$ cat config.mk
export PLATFORM = sky130hd
export DESIGN_NAME = keypad_code_lock_controller
export DESIGN_NICKNAME = d
export VERILOG_FILES = /design/src/hdl/kclc_pkg.sv /design/src/hdl/kclc_regs.sv /design/src/hdl/kclc_lock.sv /design/src/hdl/kclc_tick.sv /design/src/hdl/keypad_code_lock_controller.sv
export SDC_FILE = /design/constraint.sdc
export NUM_CORES = 1
export LEC_CHECK = 0
export BUFFER_PORTS_ARGS = -buffer_cell sky130_fd_sc_hd__buf_4
export CAP_MARGIN = 30
export CORE_MARGIN = 3
export CORE_UTILIZATION = 35
export CTS_BUF_LIST = sky130_fd_sc_hd__clkbuf_8
export CTS_CLUSTER_DIAMETER = 50
export CTS_CLUSTER_SIZE = 24
export DETAILED_ROUTE_END_ITERATION = 8
export GPL_TIMING_DRIVEN = 0
export PLACE_DENSITY = 0.54
export SYNTH_ARGS = -nofsm -noshare
export SYNTH_HDL_FRONTEND = slang
export SYNTH_HIERARCHICAL = 1
export SYNTH_SLANG_ARGS = --single-unit
export TNS_END_PERCENT = 5
$ cat constraint.sdc
create_clock -name i_clk -period 3.3 [get_ports i_clk]
set_input_delay 0.33 -clock i_clk [delete_from_list [all_inputs] [get_ports i_clk]]
set_output_delay 0.33 -clock i_clk [all_outputs]
set_load 0.02 [all_outputs]
$ cat src/hdl/kclc_pkg.sv
package kclc_pkg;

    localparam int KEY_W     = 3;
    localparam int LIGHT_W   = 10;
    localparam int DUTY_W    = 7;
    localparam int BLINK_W   = 4;
    localparam int FAIL_W    = 2;
    localparam int LED_W     = 8;
    localparam int DIGITS_W  = 3;
    localparam int APB_AW    = 5;
    localparam int APB_DW    = 32;
    localparam int REG_IDX_W = 3;
    localparam int S_DATA_W  = 16;
    localparam int M_DATA_W  = 24;

    localparam logic OP_KEY  = 1'b0;
    localparam logic OP_TICK = 1'b1;

    localparam logic [REG_IDX_W-1:0] REG_DARK_THR   = 3'd0;
    localparam logic [REG_IDX_W-1:0] REG_BRIGHT_THR = 3'd1;
    localparam logic [REG_IDX_W-1:0] REG_DARK_DUTY  = 3'd2;
    localparam logic [REG_IDX_W-1:0] REG_BLINK_TKS  = 3'd3;
    localparam logic [REG_IDX_W-1:0] REG_FAIL_LIM   = 3'd4;

    localparam logic [LIGHT_W-1:0] DARK_THR_RST   = 10'd500;
    localparam logic [LIGHT_W-1:0] BRIGHT_THR_RST = 10'd750;
    localparam logic [DUTY_W-1:0]  DARK_DUTY_RST  = 7'd100;
    localparam logic [BLINK_W-1:0] BLINK_TKS_RST  = 4'd10;
    localparam logic [FAIL_W-1:0]  FAIL_LIM_RST   = 2'd3;

    localparam logic [DUTY_W-1:0] DUTY_MAX  = 7'd100;
    localparam logic [LED_W-1:0]  LED_RESET = 8'hFF;

    typedef struct packed {
        logic [LIGHT_W-1:0] dark_thr;
        logic [LIGHT_W-1:0] bright_thr;
        logic [DUTY_W-1:0]  dark_duty;
        logic [BLINK_W-1:0] blink_ticks;
        logic [FAIL_W-1:0]  fail_limit;
    } t_cfg;

    typedef struct packed {
        logic                lock_mode;
        logic [DIGITS_W-1:0] digits;
        logic                unlock;
        logic                alarm;
    } t_lock_res;

    typedef struct packed {
        logic               blinking;
        logic [LED_W-1:0]   led;
        logic [DUTY_W-1:0]  duty;
    } t_tick_res;

endpackage

$ cat src/hdl/kclc_regs.sv
module kclc_regs
    import kclc_pkg::*;
(
    input  logic              i_clk,
    input  logic              i_rst_n,
    input  logic              psel,
    input  logic              penable,
    input  logic              pwrite,
    input  logic [APB_AW-1:0] paddr,
    input  logic [APB_DW-1:0] pwdata,
    output logic [APB_DW-1:0] prdata,
    output logic              pready,
    output t_cfg              o_cfg
);

    t_cfg                 r_cfg;
    logic [REG_IDX_W-1:0] idx;
    logic                 wr_en;

    assign idx    = paddr[APB_AW-1:2];
    assign wr_en  = psel && penable && pwrite;
    assign pready = 1'b1;
    assign o_cfg  = r_cfg;

    always_ff @(posedge i_clk) begin
        if (!i_rst_n) begin
            r_cfg.dark_thr    <= DARK_THR_RST;
            r_cfg.bright_thr  <= BRIGHT_THR_RST;
            r_cfg.dark_duty   <= DARK_DUTY_RST;
            r_cfg.blink_ticks <= BLINK_TKS_RST;
            r_cfg.fail_limit  <= FAIL_LIM_RST;
        end else if (wr_en) begin
            case (idx)
                REG_DARK_THR:   r_cfg.dark_thr    <= pwdata[LIGHT_W-1:0];
                REG_BRIGHT_THR: r_cfg.bright_thr  <= pwdata[LIGHT_W-1:0];
                REG_DARK_DUTY:  r_cfg.dark_duty   <= pwdata[DUTY_W-1:0];
                REG_BLINK_TKS:  r_cfg.blink_ticks <= pwdata[BLINK_W-1:0];
                REG_FAIL_LIM:   r_cfg.fail_limit  <= pwdata[FAIL_W-1:0];
                default: ;
            endcase
        end
    end

    always_comb begin
        case (idx)
            REG_DARK_THR:   prdata = APB_DW'(r_cfg.dark_thr);
            REG_BRIGHT_THR: prdata = APB_DW'(r_cfg.bright_thr);
            REG_DARK_DUTY:  prdata = APB_DW'(r_cfg.dark_duty);
            REG_BLINK_TKS:  prdata = APB_DW'(r_cfg.blink_ticks);
            REG_FAIL_LIM:   prdata = APB_DW'(r_cfg.fail_limit);
            default:        prdata = '0;
        endcase
    end

endmodule

$ cat src/hdl/kclc_lock.sv
module kclc_lock
    import kclc_pkg::*;
#(
    parameter int CODE_DIGITS = 4,
    parameter int KEY_COUNT   = 4
) (
    input  logic             i_clk,
    input  logic             i_rst_n,
    input  logic             i_adv,
    input  logic             i_op,
    input  logic [KEY_W-1:0] i_key,
    input  logic [FAIL_W-1:0] i_fail_limit,
    output t_lock_res        o_res
);

    localparam int CNT_W = (CODE_DIGITS > 1) ? $clog2(CODE_DIGITS) : 1;
    localparam logic [CNT_W-1:0] LAST = CNT_W'(CODE_DIGITS - 1);

    logic              r_mode;
    logic [CNT_W-1:0]  r_code_cnt;
    logic [CNT_W-1:0]  r_att_cnt;
    logic [FAIL_W-1:0] r_fail;
    logic [KEY_W-1:0]  r_code [CODE_DIGITS];
    logic [KEY_W-1:0]  r_att  [CODE_DIGITS];

    logic              n_mode;
    logic [CNT_W-1:0]  n_code_cnt;
    logic [CNT_W-1:0]  n_att_cnt;
    logic [FAIL_W-1:0] n_fail;
    logic [FAIL_W-1:0] fail_inc;
    logic [FAIL_W-1:0] fail_lim;
    logic              key_ok;
    logic              match;
    logic              unlock;
    logic              alarm;

    assign key_ok = (i_op == OP_KEY) && (i_key != '0) && (i_key <= KEY_W'(KEY_COUNT));
    assign fail_inc = r_fail + FAIL_W'(1);
    assign fail_lim = (i_fail_limit == '0) ? FAIL_W'(1) : i_fail_limit;

    always_comb begin
        match = (i_key == r_code[CODE_DIGITS-1]);
        for (int i = 0; i < CODE_DIGITS - 1; i++) begin
            if (r_att[i] != r_code[i]) begin
                match = 1'b0;
            end
        end
    end

    always_comb begin
        n_mode     = r_mode;
        n_code_cnt = r_code_cnt;
        n_att_cnt  = r_att_cnt;
        n_fail     = r_fail;
        unlock     = 1'b0;
        alarm      = 1'b0;
        if (key_ok) begin
            if (!r_mode) begin
                if (r_code_cnt == LAST) begin
                    n_mode = 1'b1;
                end else begin
                    n_code_cnt = r_code_cnt + CNT_W'(1);
                end
            end else if (r_att_cnt == LAST) begin
                n_att_cnt = '0;
                if (match) begin
                    unlock = 1'b1;
                end else if (fail_inc >= fail_lim) begin
                    n_fail = '0;
                    alarm  = 1'b1;
                end else begin
                    n_fail = fail_inc;
                end
            end else begin
                n_att_cnt = r_att_cnt + CNT_W'(1);
            end
        end
    end

    always_ff @(posedge i_clk) begin
        if (!i_rst_n) begin
            r_mode     <= 1'b0;
            r_code_cnt <= '0;
            r_att_cnt  <= '0;
            r_fail     <= '0;
        end else if (i_adv) begin
            r_mode     <= n_mode;
            r_code_cnt <= n_code_cnt;
            r_att_cnt  <= n_att_cnt;
            r_fail     <= n_fail;
        end
    end

    for (genvar g = 0; g < CODE_DIGITS; g++) begin : g_slot
        always_ff @(posedge i_clk) begin
            if (i_adv && key_ok && !r_mode && (r_code_cnt == CNT_W'(g))) begin
                r_code[g] <= i_key;
            end
            if (i_adv && key_ok && r_mode && (r_att_cnt == CNT_W'(g))) begin
                r_att[g] <= i_key;
            end
        end
    end

    always_comb begin
        o_res.lock_mode = n_mode;
        o_res.digits    = n_mode ? DIGITS_W'(n_att_cnt) : DIGITS_W'(n_code_cnt);
        o_res.unlock    = unlock;
        o_res.alarm     = alarm;
    end

`ifndef SYNTHESIS
    a_mode_sticks: assert property (@(posedge i_clk) disable iff (!i_rst_n)
        r_mode |=> r_mode)
        else $error("lock mode dropped back to setup");

    a_attempt_clears: assert property (@(posedge i_clk) disable iff (!i_rst_n)
        i_adv && key_ok && r_mode && (r_att_cnt == LAST) |=> (r_att_cnt == '0))
        else $error("full attempt not cleared");

    a_pulse_excl: assert property (@(posedge i_clk) disable iff (!i_rst_n)
        (unlock || alarm) |-> (r_mode && key_ok && !(unlock && alarm)))
        else $error("pulse outside a completed attempt");
`endif

endmodule

$ cat src/hdl/kclc_tick.sv
module kclc_tick
    import kclc_pkg::*;
(
    input  logic               i_clk,
    input  logic               i_rst_n,
    input  logic               i_adv,
    input  logic               i_op,
    input  logic [LIGHT_W-1:0] i_light,
    input  logic               i_unlock,
    input  t_cfg               i_cfg,
    output t_tick_res          o_res
);

    logic               r_blink;
    logic [BLINK_W-1:0] r_blink_cnt;
    logic [LED_W-1:0]   r_led;
    logic [DUTY_W-1:0]  r_duty;

    logic               n_blink;
    logic [BLINK_W-1:0] n_blink_cnt;
    logic [LED_W-1:0]   n_led;
    logic [DUTY_W-1:0]  n_duty;
    logic [BLINK_W-1:0] cnt_inc;
    logic [BLINK_W-1:0] blink_lim;
    logic [DUTY_W-1:0]  dark_sat;

    assign cnt_inc   = r_blink_cnt + BLINK_W'(1);
    assign blink_lim = (i_cfg.blink_ticks == '0) ? BLINK_W'(1) : i_cfg.blink_ticks;
    assign dark_sat  = (i_cfg.dark_duty > DUTY_MAX) ? DUTY_MAX : i_cfg.dark_duty;

    always_comb begin
        n_blink     = r_blink;
        n_blink_cnt = r_blink_cnt;
        n_led       = r_led;
        n_duty      = r_duty;
        if (i_op == OP_TICK) begin
            if (i_light < i_cfg.dark_thr) begin
                n_duty = dark_sat;
            end else if (i_light >= i_cfg.bright_thr) begin
                n_duty = '0;
            end
            if (r_blink) begin
                n_led = ~r_led;
                if (cnt_inc >= blink_lim) begin
                    n_blink_cnt = '0;
                    n_blink     = 1'b0;
                end else begin
                    n_blink_cnt = cnt_inc;
                end
            end
        end else if (i_unlock) begin
            n_blink = 1'b1;
        end
    end

    always_ff @(posedge i_clk) begin
        if (!i_rst_n) begin
            r_blink     <= 1'b0;
            r_blink_cnt <= '0;
            r_led       <= LED_RESET;
            r_duty      <= '0;
        end else if (i_adv) begin
            r_blink     <= n_blink;
            r_blink_cnt <= n_blink_cnt;
            r_led       <= n_led;
            r_duty      <= n_duty;
        end
    end

    always_comb begin
        o_res.blinking = n_blink;
        o_res.led      = n_led;
        o_res.duty     = n_duty;
    end

endmodule

$ cat src/hdl/keypad_code_lock_controller.sv
// Keypad code lock with post-unlock LED blink and light-following lamp duty. Each input beat is
// a key press (tuser 0, key in tdata[2:0]) or a timer tick (tuser 1, light sample in
// tdata[12:3]); each one yields exactly one result beat with the state after that item. The
// first CODE_DIGITS valid presses after reset set the stored code, later presses form attempts
// that are checked when full. Throughput is one beat per clock unless m_axis_tready stalls the
// output; a beat passes the input register, then the result register; the input register
// takes a new beat, if empty, while a result waits. Registers over APB at byte offsets 0x00
// dark threshold, 0x04 bright threshold, 0x08 dark duty, 0x0C blink ticks, 0x10 failure limit;
// write them only while no beat is in flight.
module keypad_code_lock_controller
    import kclc_pkg::*;
#(
    parameter int CODE_DIGITS = 4,
    parameter int KEY_COUNT   = 4
) (
    input  logic                i_clk,
    input  logic                i_rst_n,
    input  logic                s_axis_tvalid,
    output logic                s_axis_tready,
    input  logic [S_DATA_W-1:0] s_axis_tdata,  // key[2:0], light_level[12:3], zero pad
    input  logic                s_axis_tuser,  // op
    output logic                m_axis_tvalid,
    input  logic                m_axis_tready,
    // lock_mode[0], digits_entered[3:1], unlock_pulse[4], alarm_pulse[5], blinking[6],
    // led_pattern[14:7], lamp_duty[21:15], zero pad
    output logic [M_DATA_W-1:0] m_axis_tdata,
    input  logic                psel,
    input  logic                penable,
    input  logic                pwrite,
    input  logic [APB_AW-1:0]   paddr,
    input  logic [APB_DW-1:0]   pwdata,
    output logic [APB_DW-1:0]   prdata,
    output logic                pready
);

    localparam int RES_W = 1 + DIGITS_W + 1 + 1 + 1 + LED_W + DUTY_W;

    t_cfg               cfg;
    t_lock_res          lock_res;
    t_tick_res          tick_res;

    logic               r_in_vld;
    logic               r_op;
    logic [KEY_W-1:0]   r_key;
    logic [LIGHT_W-1:0] r_light;
    logic               r_out_vld;
    logic [RES_W-1:0]   r_out;
    logic               adv;

    assign adv           = r_in_vld && (!r_out_vld || m_axis_tready);
    assign s_axis_tready = !r_in_vld || adv;
    assign m_axis_tvalid = r_out_vld;
    assign m_axis_tdata  = M_DATA_W'(r_out);

    kclc_regs u_regs (
        .i_clk   (i_clk),
        .i_rst_n (i_rst_n),
        .psel    (psel),
        .penable (penable),
        .pwrite  (pwrite),
        .paddr   (paddr),
        .pwdata  (pwdata),
        .prdata  (prdata),
        .pready  (pready),
        .o_cfg   (cfg)
    );

    kclc_lock #(
        .CODE_DIGITS (CODE_DIGITS),
        .KEY_COUNT   (KEY_COUNT)
    ) u_lock (
        .i_clk        (i_clk),
        .i_rst_n      (i_rst_n),
        .i_adv        (adv),
        .i_op         (r_op),
        .i_key        (r_key),
        .i_fail_limit (cfg.fail_limit),
        .o_res        (lock_res)
    );

    kclc_tick u_tick (
        .i_clk    (i_clk),
        .i_rst_n  (i_rst_n),
        .i_adv    (adv),
        .i_op     (r_op),
        .i_light  (r_light),
        .i_unlock (lock_res.unlock),
        .i_cfg    (cfg),
        .o_res    (tick_res)
    );

    always_ff @(posedge i_clk) begin
        if (!i_rst_n) begin
            r_in_vld <= 1'b0;
        end else if (s_axis_tvalid && s_axis_tready) begin
            r_in_vld <= 1'b1;
        end else if (adv) begin
            r_in_vld <= 1'b0;
        end
    end

    always_ff @(posedge i_clk) begin
        if (s_axis_tvalid && s_axis_tready) begin
            r_op    <= s_axis_tuser;
            r_key   <= s_axis_tdata[KEY_W-1:0];
            r_light <= s_axis_tdata[KEY_W+LIGHT_W-1:KEY_W];
        end
    end

    always_ff @(posedge i_clk) begin
        if (!i_rst_n) begin
            r_out_vld <= 1'b0;
        end else if (adv) begin
            r_out_vld <= 1'b1;
        end else if (m_axis_tready) begin
            r_out_vld <= 1'b0;
        end
    end

    always_ff @(posedge i_clk) begin
        if (adv) begin
            r_out <= {tick_res.duty, tick_res.led, tick_res.blinking,
                      lock_res.alarm, lock_res.unlock, lock_res.digits, lock_res.lock_mode};
        end
    end

`ifndef SYNTHESIS
    a_in_held: assert property (@(posedge i_clk) disable iff (!i_rst_n)
        r_in_vld && !adv |=> r_in_vld)
        else $error("buffered beat lost while output stalled");

    a_adv_shows: assert property (@(posedge i_clk) disable iff (!i_rst_n)
        adv |=> m_axis_tvalid)
        else $error("processed beat produced no result");
`endif

endmodule

==> impl_metrics.py, run 1 <==
metrics = {
    "synthesis": {
        "synth-main-ff-cell": "dfxtp_1",
        "netlist_instances": 560,
        "synth_common_cells": "62 x dfxtp_1, 57 x edfxtp_1, 52 x inv_1",
        "synth_top_area_frac": 0.284,
        "ys_seq_area_frac": 0.491,
        "synth_edf_count": 57,
        "yosysTopAreaCell": "edfxtp_1",
        "synth_top_cells_by_area": "edfxtp_1 28%, dfxtp_1 21%, ha_1 6.2%",
        "yosysMostFrequentCell": "dfxtp_1",
        "ys_types": 69,
        "synth_area_um2": 6020,
        "synth_area_per_cell_um2": 10.7,
        "synth-seq-cells": 119,
        "async_reset_ff_frac": 0,
        "yosys_warnings": 6,
    },
    "die": {
        "initial_utilization": 0.360,
        "io_pins": 120,
        "fp.dieH_um": 137,
        "fp.dieW_um": 137,
        "coreArea_um2": 16700,
        "die_area_um2": 18800,
        "rows": 47,
    },
    "global_route": {
        "grtUsageTotal": 0.154,
        "grt_pass1_wl_mm": 21.9,
        "grt_overflow": 0,
        "grt_antenna_before_repair": 0,
        "first_global_vias": 4217,
        "grt_start_max_net_pins": 19,
    },
    "clock_tree": {
        "post-cts-setup-buffers": 0,
        "cts.clk_slew.worst_paths_ns": 0.08,
        "clk_latency_ns": 0.44,
        "cts_tree": "done",
        "clock_path_buffers": 2,
        "cts_resized": 0,
        "cts_buffers": 17,
        "cts_hold_buf": 0,
        "cts_root_buf": "clkbuf_8",
        "clock_sinks": 119,
        "htree_levels": 4,
    },
    "setup_path": {
        "worstPathMaxFanout": 7,
        "cp_slowest_cell": "edfxtp_1",
        "worstReg2RegStart": "r_light[9]$_DFFE_PP_",
        "worstPathArrival_ns": 2.69,
        "cp_cell_sequence": "ha_1 -> a211o_1 -> a31o_1 -> a221o_1 -> a32oi_2 -> a2bb2o_1",
        "cp-end-kind": "flop",
        "cpPeakStageDelay_ns": 0.42,
        "crit_family": "compound AO/OA/AOI/OAI gates",
        "worstPathRequired_ns": 3.61,
        "crit_type": "reg2reg",
        "crit_path_start_kind": "flop",
        "critPathLaunch": "r_light[9]$_DFFE_PP_",
        "cp.buffers_inverters": 0,
    },
    "route": {
        "drt-vias-per-instance": 4.84,
        "wl_per_cell_um": 15.5,
        "dr_wl_met3_um": 823,
        "met1_length_mm": 6.19,
        "drt-initial-drc-count": 195,
        "route.met2.wl_mm": 6.81,
        "postRouteAntennaNets": 0,
        "vias": 4372,
        "first_pass_iters": 5,
        "routed.top_layer": "met4",
        "routed_wl_mm": 14.0,
        "drcViolationCount": 0,
    },
    "min_path": {
        "hold_path_startpoint": "s_axis_tdata[7]",
        "worstHoldPathType": "in2reg",
    },
    "layout": {
        "antennaDiodeCount": 0,
        "area_growth_pct": 20.8,
        "drive_gt1_frac": 0.234,
        "nFillCells": 1629,
        "post-route-util": 0.435,
        "fin_area_um2": 7270,
        "final_nets": 761,
    },
    "timing": {
        "tightest_slew_ns": 0.639,
        "finalHoldViolations": 0,
        "drv_slew": 0,
        "layout_worst_path_cycle_share": 0.722,
        "finalClockSkew_ns": 0.0171,
        "fin_crit_ns": 2.38,
        "slew_headroom": 0.572,
        "rsz0062_at_grt": "false",
        "timing.fmax_ghz": 0.420,
        "setup_violations": 0,
    },
    "placed_design": {
        "dp_hpwl_mm": 10.6,
        "place_area_um2": 6910,
        "gp_congestion": 0.817,
        "portBuffers": 67,
    },
    "power": {
        "p_per_area_nw_per_um2": 428,
        "leakagePower_uw": 0.00323,
        "irDropWorstVdd_uv": 198,
    },
    "run": {
        "max-cap-violations": 0,
    },
    "run_status": {
        "status": "complete, no violations",
    },
}
[path summary, 6_finish.rpt]
check	end	slack, ns	cells after the start
worst max register to register	r_out[20]$_DFFE_PP_	0.92	6
worst max-delay path	r_out[20]$_DFFE_PP_	0.92	6
worst min-delay path	r_light[4]$_DFFE_PP_	0.07	1
worst min register to register	u_tick/r_duty[2]$_SDFFE_PN0P_	0.46	2
[metal layers]
metal / GRT usage / vias up
met5: 0 / -
met1: 0.196 / 2071
met3: 0.0408 / 13
li1: - / 2157
met2: 0.249 / 131
met4: 0.0588 / 0
[area by class of cell]
cell class	instances	area, um^2	share of cell area
buffer	50	319	0.0439
clock buffer	17	234	0.0322
clock inverter	15	131	0.0181
inverter	52	195	0.0268
multi-input combinational	361	2640	0.363
sequential	119	2950	0.406
tap	220	275	0.0379
timing repair buffer	69	526	0.0723
[per-stage QoR]
stage                     setup WS (ns)  TNS, ns  cells  total power (uW)  hold WS [ns]
after floorplan                   0.385        0    582              1810         0.429
after global placement           -0.448   -11.70    869              1920         0.443
after detailed placement          0.896        0    871              1930         0.456
after CTS                         0.877        0    903              3150        0.0346
after global routing              0.725        0    903              3240        0.0278
final                             0.917        0    903              3110        0.0702
[power by group]
| group | total, uW | switching [uW] | internal (uW) |
|---|---|---|---|
| Sequential | 1590 | 20.9 | 1570 |
| Combinational | 300 | 174 | 126 |
| Clock | 1210 | 619 | 595 |
[placed cells by master, fill, tap and decap left out, drive strengths merged, types with 4 or more instances in the layout]
cell type,synthesis,routed
a211o,7,7
a21boi,4,4
a21o,8,8
a21oi,9,9
a22o,4,4
a22oi,4,4
and3,6,6
buf,37,106
clkbuf,13,30
clkinv,0,10
conb,4,26
dfxtp,62,62
edfxtp,57,57
ha,30,30
inv,52,54
mux2i,25,25
nand2,52,52
nand2b,7,7
nand3,19,19
nand4,6,6
nor2,20,20
nor2b,10,10
nor3,9,9
o211ai,13,13
o21ai,15,15
o22ai,7,7
xnor2,9,9
xor2,22,22
[sequential cells by signal, indices dropped and copies added (netlist names)]
name	count
r_in_vld	1
m_axis_tvalid	1
u_lock/r_code	12
r_out	22
u_lock/r_mode	1
u_tick/r_blink	1
u_lock/r_fail	2
r_key	3
u_tick/r_led	8
u_regs/o_cfg	33
u_lock/r_code_cnt	2
r_op	1
u_tick/r_blink_cnt	4
u_tick/r_duty	7
u_lock/r_att_cnt	2
u_lock/r_att	9
r_light	10
[cell families (layout without fill, tap and decap cells)]
logic type      count (synthesis)  after routing  synth area share
simple gates                  145            145             0.132
flops                         119            119             0.491
buf+inv                       102            203            0.0854
compound gates                 99             99             0.125
xor+xnor                       31             31            0.0451
fa+ha+maj                      30             30            0.0624
mux                            30             30            0.0565
other cells                     4             26           0.00249
No activity file was read; power rests on OpenSTA's default activity.
==> run 2, diff against run 1 <==
clock period = 2.4 ns   (was 3.3 ns; I/O delays follow)
==> impl_metrics.py, run 2 (synthesis gave the netlist of run 1 again) <==
metrics = {
    "run_status": {
        "status": "complete, no violations",
    },
    "layout": {
        "final_cell_mix": "102 x buf_4, 62 x dfxtp_1, 57 x edfxtp_1",
        "drive_gt1_frac": 0.227,
        "post-route-util": 0.446,
        "stdcell_count": 919,
        "antennaDiodeCount": 0,
        "layout_commonest_cell": "buf_4",
        "final_nets": 777,
        "area_growth_pct": 23.8,
        "largest_reg_flops": 33,
    },
    "die": {
        "die_area_um2": 18800,
        "fp.dieH_um": 137,
        "rows": 47,
        "initial_utilization": 0.360,
        "io_pins": 120,
        "fp.dieW_um": 137,
        "coreArea_um2": 16700,
    },
    "placed_design": {
        "dp_cells": 870,
        "dp_hpwl_mm": 10.5,
        "portBuffers": 67,
        "gp_congestion": 0.834,
    },
    "route": {
        "met1_length_mm": 6.45,
        "wl_per_cell_um": 15.4,
        "routed.top_layer": "met4",
        "postRouteAntennaNets": 0,
        "vias": 4379,
        "drcViolationCount": 0,
        "route.met2.wl_mm": 6.68,
        "drt-vias-per-instance": 4.76,
        "routed_wl_mm": 14.2,
        "drt-initial-drc-count": 194,
        "first_pass_iters": 5,
        "dr_wl_met3_um": 691,
    },
    "timing": {
        "setup_violations": 0,
        "timing.fmax_ghz": 0.429,
        "layout_worst_path_cycle_share": 0.972,
        "fin_crit_ns": 2.33,
        "rsz0062_at_grt": "true",
        "tightest_slew_ns": 0.709,
        "slew_headroom": 0.525,
        "drv_slew": 0,
        "finalClockSkew_ns": 0.0122,
        "holdWs_ns": 0.0430,
        "finalHoldViolations": 0,
    },
    "setup_path": {
        "worstReg2RegStart": "r_light[9]$_DFFE_PP_",
        "reg2reg_slack_ns": 0.07,
        "cp-end-kind": "flop",
        "cpPeakStageDelay_ns": 0.43,
        "r2r-end": "r_out[21]$_DFFE_PP_",
        "r2r_cells": 6,
        "crit_path_start_kind": "flop",
        "worstPathMaxFanout": 7,
        "worstPathArrival_ns": 2.61,
        "cp_slowest_cell": "edfxtp_1",
        "crit_type": "reg2reg",
        "cp_cell_sequence": "ha_1 -> a211o_1 -> a31o_1 -> a221o_1 -> a32oi_4 -> a2bb2o_1",
        "worstPathRequired_ns": 2.68,
    },
    "power": {
        "switching_share": 0.247,
        "p_comb_frac": 0.100,
        "p_seq_frac": 0.502,
        "p_int_uw": 3290,
        "p_per_area_nw_per_um2": 587,
        "irDropWorstVdd_uv": 282,
        "pwr-share-clk": 0.398,
        "switchingPower_uw": 1080,
        "leakagePower_uw": 0.00331,
    },
    "clock_tree": {
        "cts_tree": "done",
        "clk_latency_ns": 0.42,
        "clock_sinks": 119,
        "cts.clk_slew.worst_paths_ns": 0.07,
        "cts_buffers": 17,
        "cts_root_buf": "clkbuf_8",
        "clock_path_buffers": 2,
        "htree_levels": 4,
    },
    "min_path": {
        "hold_path_startpoint": "pwdata[0]",
        "worstHoldPathType": "in2reg",
        "whs_path_depth": 2,
        "min_to": "u_regs/o_cfg[0]$_SDFFE_PN1P_",
    },
    "global_route": {
        "grt_overflow": 0,
        "grt_start_max_net_pins": 17,
        "grtUsageTotal": 0.157,
        "first_global_vias": 4380,
        "grt_antenna_before_repair": 0,
        "grt_pass1_wl_mm": 22.5,
    },
    "run": {
        "max-cap-violations": 0,
    },
}
-- run 2: changes by cell type in the layout (fill, tap and decap cells not counted), moves of 2 or more --
cell,previous run,this run
dlygate4sd3_1,0,14
buf_4,100,102
clkinv_2,5,3
inv_1,52,54
clkinv_4,5,2
-- run 2: cell type report --
class / instances / area (um^2)
inverters: 52 / 195
fillers: 1622 / 9250
clock buffers: 18 / 248
plain buffers: 50 / 319
well taps: 220 / 275
flip-flops and latches: 119 / 2950
clock inverters: 14 / 135
repair buffers: 84 / 666
multi-input cells: 362 / 2660
-- run 2: through the flow --
step	instance area, um^2	TNS, ns	setup slack (ns)	total power [uW]
floorplan	6110	0	0.306	2500
global placement	6890	-0.382	-0.0811	2640
detailed placement	6900	-0.855	-0.127	2650
CTS	7430	0	0.0201	4420
global route	7450	-0.0285	-0.0165	4560
finish	7450	0	0.0676	4370
-- run 2: routing by layer --
layer | vias to the layer above | track usage
li1 | 2185 | -
met1 | 2043 | 0.201
met2 | 126 | 0.251
met3 | 25 | 0.0415
met4 | 0 | 0.0665
met5 | - | 0
-- run 2: critical path: cells and delay by family (launching register included) --
family,cells,cell delay (ns)
AOI/OAI and AO/OA,5,1.40
adders and majority gates,1,0.37
DFF,1,0.43
-- run 2: worst max-delay path by stage --
stage                          startpoint                            endpoint  slack, ns  cells past startpoint
3_5_place_dp   m_axis_tvalid$_SDFFE_PN0P_  u_tick/r_blink_cnt[2]$_SDFFE_PN0P_      -0.13                      6
3_3_place_gp   m_axis_tvalid$_SDFFE_PN0P_  u_tick/r_blink_cnt[2]$_SDFFE_PN0P_      -0.08                      6
2_1_floorplan  m_axis_tvalid$_SDFFE_PN0P_  u_tick/r_blink_cnt[2]$_SDFFE_PN0P_       0.31                      6
4_1_cts              r_light[9]$_DFFE_PP_                 r_out[21]$_DFFE_PP_       0.02                      6
5_1_grt              r_light[9]$_DFFE_PP_                 r_out[21]$_DFFE_PP_      -0.02                      6
6_report             r_light[9]$_DFFE_PP_                 r_out[21]$_DFFE_PP_       0.07                      6
-- run 2: timing repair --
action                                  CTS  global route
gates resized for setup                   0             1
endpoints found under the hold margin    14             0
hold buffers                             14             0
endpoints found under the setup margin   10            15
setup buffers                             0             2
cloned                                    1             0
-- run 2: power by group through the flow --
stage	Clock, uW	Sequential, uW	Combinational (uW)
5_1_grt	1880	2200	476
3_3_place_gp	0	2240	402
6_report	1740	2190	438
2_1_floorplan	0	2240	253
4_1_cts	1800	2200	431
3_5_place_dp	0	2240	409
==> run 3, diff against run 2 <==
BUFFER_PORTS_ARGS = not set   (was -buffer_cell sky130_fd_sc_hd__buf_4)
DONT_BUFFER_PORTS = 1   (was not set)
PLACE_DENSITY = 0.48   (was 0.54)
==> impl_metrics.py, run 3 (synthesis gave the netlist of run 1 again) <==
metrics = {
    "timing": {
        "setup_violations": 0,
        "slew_headroom": 0.570,
        "fin_crit_ns": 2.35,
        "finalWorstSetupSlack_ns": 0.0494,
        "drv_slew": 0,
        "finalHoldViolations": 0,
        "holdWs_ns": 0.0368,
        "layout_worst_path_cycle_share": 0.979,
        "rsz0062_at_grt": "true",
        "tightest_slew_ns": 0.641,
        "finalClockSkew_ns": 0.0107,
        "timing.fmax_ghz": 0.425,
    },
    "placed_design": {
        "dp_cells": 803,
        "place_area_um2": 6390,
        "dp_hpwl_mm": 10.5,
        "gp_congestion": 0.786,
        "dp_worst_setup_slack_ns": -0.229,
        "portBuffers": 0,
    },
    "clock_tree": {
        "htree_levels": 4,
        "post-cts-setup-buffers": 0,
        "cts.clk_slew.worst_paths_ns": 0.08,
        "clock_path_buffers": 2,
        "cts_tree": "done",
        "cts_buffers": 17,
        "clk_latency_ns": 0.44,
        "cts_root_buf": "clkbuf_8",
        "clock_sinks": 119,
    },
    "min_path": {
        "worstHoldPathType": "in2reg",
    },
    "global_route": {
        "grt_pass1_wl_mm": 22.8,
        "grt_antenna_before_repair": 0,
        "grtUsageTotal": 0.159,
        "grt_start_max_net_pins": 17,
        "first_global_vias": 4278,
        "grt_overflow": 0,
    },
    "layout": {
        "largest_reg_flops": 33,
        "antennaDiodeCount": 0,
        "final_cell_mix": "61 x dfxtp_1, 57 x edfxtp_1, 52 x inv_1",
        "stdcell_count": 862,
        "fin_area_um2": 7090,
        "nFillCells": 1622,
        "area_growth_pct": 17.7,
        "drive_gt1_frac": 0.150,
        "final_nets": 720,
        "layout_commonest_cell": "dfxtp_1",
    },
    "setup_path": {
        "crit_type": "reg2reg",
        "worstPathMaxFanout": 7,
        "worstPathArrival_ns": 2.61,
        "cp-end-kind": "flop",
        "worstPathRequired_ns": 2.65,
        "crit_path_start_kind": "flop",
    },
    "die": {
        "die_area_um2": 18800,
        "initial_utilization": 0.360,
        "fp.dieW_um": 137,
        "rows": 47,
        "coreArea_um2": 16700,
        "io_pins": 120,
        "fp.dieH_um": 137,
    },
    "route": {
        "drcViolationCount": 0,
        "wl_per_cell_um": 16.7,
        "drt-vias-per-instance": 4.93,
        "routed_wl_mm": 14.4,
        "postRouteAntennaNets": 0,
        "drt-initial-drc-count": 203,
        "vias": 4246,
        "first_pass_iters": 4,
    },
    "power": {
        "p_per_area_nw_per_um2": 622,
        "irDropWorstVdd_uv": 425,
        "p_total_uw": 4410,
        "leakagePower_uw": 0.00303,
    },
    "run": {
        "max-cap-violations": 0,
    },
    "run_status": {
        "status": "complete, no violations",
    },
}
## run 3: changes by cell type in the layout (fill, tap and decap cells not counted), sizes merged
cell / change
buf: -69
clkinv: -2
clkbuf: -1
inv: +3
dlygate4sd3: +12
## run 3: metal layers
metal | global-route usage | part of all wire | wire length, um
met5 | 0 | 0 | 0
met4 | 0.0471 | 0.013 | 185
met2 | 0.261 | 0.48 | 6940
met3 | 0.0485 | 0.052 | 748
met1 | 0.203 | 0.45 | 6530
## run 3: report_power, final
part           internal (uW)  total (uW)  switching (uW)
Sequential              2160        2210            45.6
Clock                    944        1840             893
Combinational            144         360             216
Total                   3250        4410            1150
## run 3: final cells by class
class,instances,area (um^2),share of cell area
Sequential cell,119,2950,0.417
Clock inverter,15,168,0.0237
Inverter,52,195,0.0275
Clock buffer,17,234,0.0330
Tap cell,220,275,0.0388
Multi-Input combinational cell,362,2670,0.377
Buffer,50,320,0.0452
Timing Repair Buffer,27,268,0.0378
## run 3: per-stage QoR
step,setup TNS (ns),utilization
6_report,0,0.424
5_1_grt,-0.0449,0.424
4_1_cts,0,0.423
3_5_place_dp,-2.15,0.383
3_3_place_gp,-1.80,0.382
2_1_floorplan,0,-
## run 3: path summary, 6_finish.rpt
kind                                               startpoint                             to  slack, ns  cells past startpoint
worst max-delay path                     r_light[9]$_DFFE_PP_            r_out[17]$_DFFE_PP_       0.05                      6
worst min-delay path                                pwdata[6]  u_regs/o_cfg[12]$_SDFFE_PN1P_       0.04                      2
worst max register to register           r_light[9]$_DFFE_PP_            r_out[17]$_DFFE_PP_       0.05                      6
worst min register to register  u_tick/r_duty[2]$_SDFFE_PN0P_  u_tick/r_duty[2]$_SDFFE_PN0P_       0.47                      2
## run 3: worst max-delay path, cell delays in order (launching register included)
cell,delay (ns)
edfxtp_1,0.42
ha_1,0.37
a211o_1,0.27
a31o_1,0.19
a221o_1,0.34
a32oi_4,0.36
o2bb2ai_1,0.21
## run 3: repair_timing
action / 4_1_cts / 5_1_grt
hold buffers: 26 / 0
gates resized for setup: 1 / 4
gates cloned: 1 / 0
hold endpoints to repair: 41 / 0
endpoints found under the setup margin: 19 / 14
